==> config.mk <==
export PLATFORM = sky130hd
export DESIGN_NAME = cct_front_flat
export DESIGN_NICKNAME = d
export VERILOG_FILES = /design/src/cct_pkg.sv /design/src/cct_if.sv /design/src/cct_front.sv /design/src/flat_wrapper.sv
export SDC_FILE = /design/constraint.sdc
export NUM_CORES = 1
export LEC_CHECK = 0
export ABC_CLOCK_PERIOD_IN_PS = 3300
export BUFFER_PORTS_ARGS = -buffer_cell sky130_fd_sc_hd__buf_2
export CORE_MARGIN = 3
export CORE_UTILIZATION = 45
export DETAILED_ROUTE_END_ITERATION = 7
export GPL_ROUTABILITY_DRIVEN = 0
export PLACE_DENSITY = 0.74
export SETUP_SLACK_MARGIN = 0.4
export SLEW_MARGIN = 20
export SYNTH_ARGS = -nofsm -noshare
export SYNTH_HDL_FRONTEND = slang
export SYNTH_SLANG_ARGS = --single-unit
==> constraint.sdc <==
create_clock -name clk -period 3.3 [get_ports clk]
set_input_delay 0.33 -clock clk [delete_from_list [all_inputs] [get_ports clk]]
set_output_delay 0.33 -clock clk [all_outputs]
set_load 0.005 [all_outputs]
==> src/cct_pkg.sv <==
`timescale 1ns / 1ps

package cct_pkg;

	localparam int NODE_W  = 10;
	localparam int COUNT_W = 11;

	// action codes on the item channel
	localparam logic ACT_EDGE  = 1'b0;
	localparam logic ACT_QUERY = 1'b1;

	// what the back end has to do with one request
	typedef enum logic [1:0] {
		JOB_EDGE  = 2'd0,
		JOB_QUERY = 2'd1,
		JOB_PASS  = 2'd2
	} job_kind_t;

	typedef struct packed {
		job_kind_t           kind;
		logic [NODE_W-1:0]   node_a;
		logic [NODE_W-1:0]   node_b;
	} job_t;

endpackage

==> src/cct_if.sv <==
`timescale 1ns / 1ps

interface cct_item_if;
	import cct_pkg::*;

	logic              valid;
	logic              ready;
	logic              action;
	logic [NODE_W-1:0] node_a;
	logic [NODE_W-1:0] node_b;

	modport source (output valid, output action, output node_a, output node_b, input ready);
	modport sink (input valid, input action, input node_a, input node_b, output ready);
endinterface


==> src/cct_front.sv <==
`timescale 1ns / 1ps

module cct_front #(
	parameter int MAX_NODES = 1024
) (
	input  logic          clk,
	input  logic          arst_n,
	cct_item_if.sink      item,
	input  logic          clr_busy,
	output logic          job_valid,
	input  logic          job_pop,
	output cct_pkg::job_t job
);
	import cct_pkg::*;

	localparam int QDEPTH = 2;

	job_t                        entry_q [QDEPTH];
	logic [$clog2(QDEPTH)-1:0]   wr_ptr_q;
	logic [$clog2(QDEPTH)-1:0]   rd_ptr_q;
	logic [$clog2(QDEPTH+1)-1:0] fill_q;
	logic                        push;
	logic                        a_ok;
	logic                        b_ok;
	job_t                        new_job;

	// range check and classification of the incoming request
	assign a_ok = 32'(item.node_a) < 32'(MAX_NODES);
	assign b_ok = 32'(item.node_b) < 32'(MAX_NODES);

	always_comb begin
		new_job.node_a = item.node_a;
		new_job.node_b = item.node_b;
		if (item.action == ACT_EDGE && a_ok && b_ok) begin
			new_job.kind = JOB_EDGE;
		end else if (a_ok) begin
			new_job.kind = JOB_QUERY;
		end else begin
			new_job.kind = JOB_PASS;
		end
	end

	assign item.ready = !clr_busy && (fill_q != ($clog2(QDEPTH+1))'(QDEPTH));
	assign push       = item.valid && item.ready;
	assign job_valid  = fill_q != '0;
	assign job        = entry_q[rd_ptr_q];

	always_ff @(posedge clk or negedge arst_n) begin
		if (!arst_n) begin
			wr_ptr_q <= '0;
			rd_ptr_q <= '0;
			fill_q   <= '0;
		end else begin
			if (push) begin
				wr_ptr_q <= wr_ptr_q + 1'b1;
			end
			if (job_pop) begin
				rd_ptr_q <= rd_ptr_q + 1'b1;
			end
			if (push && !job_pop) begin
				fill_q <= fill_q + 1'b1;
			end else if (!push && job_pop) begin
				fill_q <= fill_q - 1'b1;
			end
		end
	end

	always_ff @(posedge clk) begin
		if (push) begin
			entry_q[wr_ptr_q] <= new_job;
		end
	end
endmodule

==> src/flat_wrapper.sv <==
// flat-port wrapper written by rule: the top's interface ports become plain ports
module cct_front_flat import cct_pkg::*;
#(
	parameter int MAX_NODES = 1024
)
  (clk, arst_n, clr_busy, job_valid, job_pop, job, item_valid, item_action, item_node_a, item_node_b, item_ready);
  cct_item_if item_i ();
  input  logic clk;
  input  logic arst_n;
  input  logic clr_busy;
  output logic job_valid;
  input  logic job_pop;
  output cct_pkg::job_t job;
  input wire logic [$bits(item_i.valid)-1:0] item_valid;
  input wire logic [$bits(item_i.action)-1:0] item_action;
  input wire logic [$bits(item_i.node_a)-1:0] item_node_a;
  input wire logic [$bits(item_i.node_b)-1:0] item_node_b;
  output wire logic [$bits(item_i.ready)-1:0] item_ready;
  assign item_i.valid = item_valid;
  assign item_i.action = item_action;
  assign item_i.node_a = item_node_a;
  assign item_i.node_b = item_node_b;
  assign item_ready = item_i.ready;
  cct_front #(.MAX_NODES(MAX_NODES)) u_core (.clk(clk), .arst_n(arst_n), .item(item_i), .clr_busy(clr_busy), .job_valid(job_valid), .job_pop(job_pop), .job(job));
endmodule
==> PnR_summary.wiki <==
{| class="wikitable"
! Metric !! Value
|-
| Post-CTS Resized || 0
|-
| CTS root buffer || clkbuf_8
|-
| Share of async-settable or async-resettable flops after synthesis || 0.0870
|-
| Pin slew with the least headroom to its limit || 1.06 ns
|-
| Drt initial violations || 42
|-
| Clock latency of the later-clocked register in the worst-skew pair || 0.29 ns
|-
| Detail Route Antenna Nets || 0
|-
| Placed wire-length estimate after detailed placement || 1.72 mm
|-
| Data arrival time of the critical path || 1.81 ns
|-
| Site row count || 21
|-
| Share of post-route cells with drive strength above 1 || 0.553
|-
| Number of cells on the worst reg-to-reg path || 3
|-
| Part of the cycle the worst path needs || 0.647
|-
| Setup repair after global routing missed its margin || no
|-
| Worst Path Required || 2.97 ns
|-
| # H-tree levels || 2
|-
| Number of setup violations in the final report || 0
|-
| Netlist area before placement || 1740 µm²
|-
| Minimum period implied by the final worst setup slack || 2.14 ns
|-
| Die Footprint || 4640 µm²
|-
| Vertical die dimension || 68.1 µm
|-
| Remaining global-route overflow || 0
|-
| Diode insertion count for antenna repair || 0
|-
| Number of buffers inserted for hold repair after clock tree synthesis || 1
|-
| Nets || 167
|-
| Clk_skew || 0.00246 ns
|-
| Startpoint of the tightest hold check path || item_action
|-
| Inserted Clock Buffers || 5
|-
| Element type at the critical path end || output pin
|-
| First-pass GRT wire length || 3.68 mm
|-
| Maximum number of pins on one net before global-route repair || 23
|-
| Number of cells produced by synthesis || 87
|-
| Post-Place Setup Slack || 1.33 ns
|-
| DR WL/cell || 13.6 µm
|-
| Max-Cap Viols || 0
|-
| Synthesized Nets || 114
|-
| DRC violations left || 0
|-
| Total power divided by cell area || 764 nW/µm²
|-
| RR Startpoint || u_core.fill_q[0]
|-
| Leak Pwr || 0.836 nW
|-
| Setup bufs post-CTS || 0
|-
| Buffers added on ports || 48
|-
| CTS sink count || 46
|-
| Vias in the first global route || 798
|-
| Number of pins with negative max-slew slack in the final report || 0
|-
| Reg2Reg Setup Slack || 1.40 ns
|-
| IR drop worst, VDD || 0.386 mV
|-
| Filler Cells Inserted || 271
|-
| Placed Cells || 178
|-
| Setup slack of the critical path after layout || 1.16 ns
|-
| Critical-path maximum fanout || 22
|-
| Hold violation count in the final report || 0
|-
| Via count normalized by instance count || 4.73
|-
| Count of different cell masters after synthesis || 16
|-
| Deepest clock path buffer count || 2
|-
| Clock-pin slew of the registers on the worst-case setup and hold paths || 0.08 ns
|-
| Area contributors post-synth || edfxtp_1 (73%), mux2_2 (14%), dfrtp_1 (5.8%), xor2_1 (1.5%), buf_6 (1.3%)
|-
| Floorplan die width || 68.1 µm
|-
| Fin area || 2150 µm²
|-
| Post-Layout Cell Count || 187
|-
| Post-synthesis sequential element count || 46
|-
| Result of the run || finished clean
|-
| Count of flip-flops with a built-in enable after synthesis || 42
|-
| Final setup TNS || 0 ns
|-
| Sequential share of the synthesized area || 0.783
|-
| Most used standard cell by instance count after synthesis || edfxtp_1
|-
| PnR Total Power || 0.00164 W
|-
| Pre-antenna DRT Iters || 4
|-
| Total routing usage reported by global routing || 0.118
|-
| Yosys warning total || 0
|-
| Overall routed net length || 2.55 mm
|-
| Commonest cells in the netlist || edfxtp_1 (42), mux2_2 (21), dfrtp_1 (4)
|-
| Setup crit start kind || flip-flop
|-
| HP Class || in2reg
|-
| Overall via count from detail_route || 884
|-
| CP Class || reg2out
|-
| Core Area || 3520 µm²
|-
| Top FF cell, synth || edfxtp_1
|-
| Post-DP Area || 2010 µm²
|-
| Antenna violations before repair || 0
|-
| Syn-to-layout area delta || 23.8%
|-
| Headroom to the max-slew limit || 0.291
|-
| Mean instance size in the synthesized netlist || 20.0 µm²
|-
| Initial cell density of the core || 0.494
|-
| CTS tree || yes
|-
| Worst r2r dst || u_core.entry_q[0][19]
|-
| Number of primary I/O pins || 50
|-
| Hold Path Cell Cnt || 1
|-
| Cell type with the largest total area after synthesis || edfxtp_1
|-
| Area share of the leading cell type in the synthesized netlist || 0.726
|-
| Top achievable clock speed || 0.468 GHz
|-
| Worst hold path endpoint || u_core.entry_q[0][20]
|}
[worst max-delay path by stage]
| stage | startpoint | to | slack [ns] | cells after the start |
|---|---|---|---|---|
| floorplan | u_core.fill_q[0] | u_core.entry_q[0][0] | 1.39 | 3 |
| global placement | clr_busy | u_core.entry_q[0][13] | 1.42 | 4 |
| detailed placement | clr_busy | u_core.entry_q[0][13] | 1.33 | 4 |
| CTS | u_core.rd_ptr_q | job[17] | 1.11 | 2 |
| global route | u_core.rd_ptr_q | job[17] | 1.05 | 2 |
| finish | u_core.rd_ptr_q | job[17] | 1.16 | 2 |
[final cells by class]
class / instances / area, µm² / share of cell area
multi-input combinational: 36 / 342 / 0.159
tap: 46 / 57.6 / 0.0268
clock buffer: 5 / 68.8 / 0.0320
inverter: 2 / 7.51 / 0.00349
sequential: 46 / 1360 / 0.633
timing repair buffer: 49 / 250 / 0.116
clock inverter: 3 / 63.8 / 0.0297
[state kept, by name, indices dropped and copies added (netlist names)]
signal / flops
u_core.entry_q: 42
u_core.fill_q: 2
u_core.rd_ptr_q: 1
u_core.wr_ptr_q: 1
[cells by family (layout without fill, tap and decap cells)]
| kind of cell | after synthesis | after routing | synth area share |
|---|---|---|---|
| other | 1 | 1 | 0.00216 |
| adders and majority gates | 1 | 1 | 0.00720 |
| buffers and inverters | 5 | 59 | 0.0216 |
| and+or+nand+nor | 8 | 8 | 0.0245 |
| muxes | 21 | 21 | 0.136 |
| xor gates and xnor gates | 5 | 5 | 0.0252 |
| DFF | 46 | 46 | 0.783 |
[cell usage in the layout, fill, tap and decap left out, types with 2 or more instances in the layout]
cell / instances
buf_2: 48
mux2_2: 21
dfrtp_1: 4
edfxtp_1: 42
clkbuf_8: 5
nor2b_1: 2
xor2_1: 3
bufinv_16: 2
xnor2_1: 2
inv_1: 2
[metrics by stage]
| step | hold slack, ns | util |
|---|---|---|
| global route | 0.202 | 0.611 |
| finish | 0.223 | 0.611 |
| CTS | 0.213 | 0.611 |
| floorplan | 0.0344 | - |
| detailed placement | 0.146 | 0.570 |
| global placement | 0.139 | 0.570 |
[layer usage]
metal | track usage | share of wire
met5 | 0 | 0
met4 | 0.0670 | 0.022
met3 | 0.0509 | 0.081
met2 | 0.187 | 0.50
met1 | 0.135 | 0.40
[where the power goes]
part / internal (W) / leakage [nW] / switching [W]
Combinational: 0.000217 / 0.340 / 0.000138
Sequential: 0.000735 / 0.430 / 0.0000838
Clock: 0.000299 / 0.0658 / 0.000169
[critical path, stage by stage (launching register included)]
cell     delay (ns)
dfrtp_1        0.95
mux2_2         0.43
buf_2          0.13
Note: power is estimated with default switching activity, not from simulation.
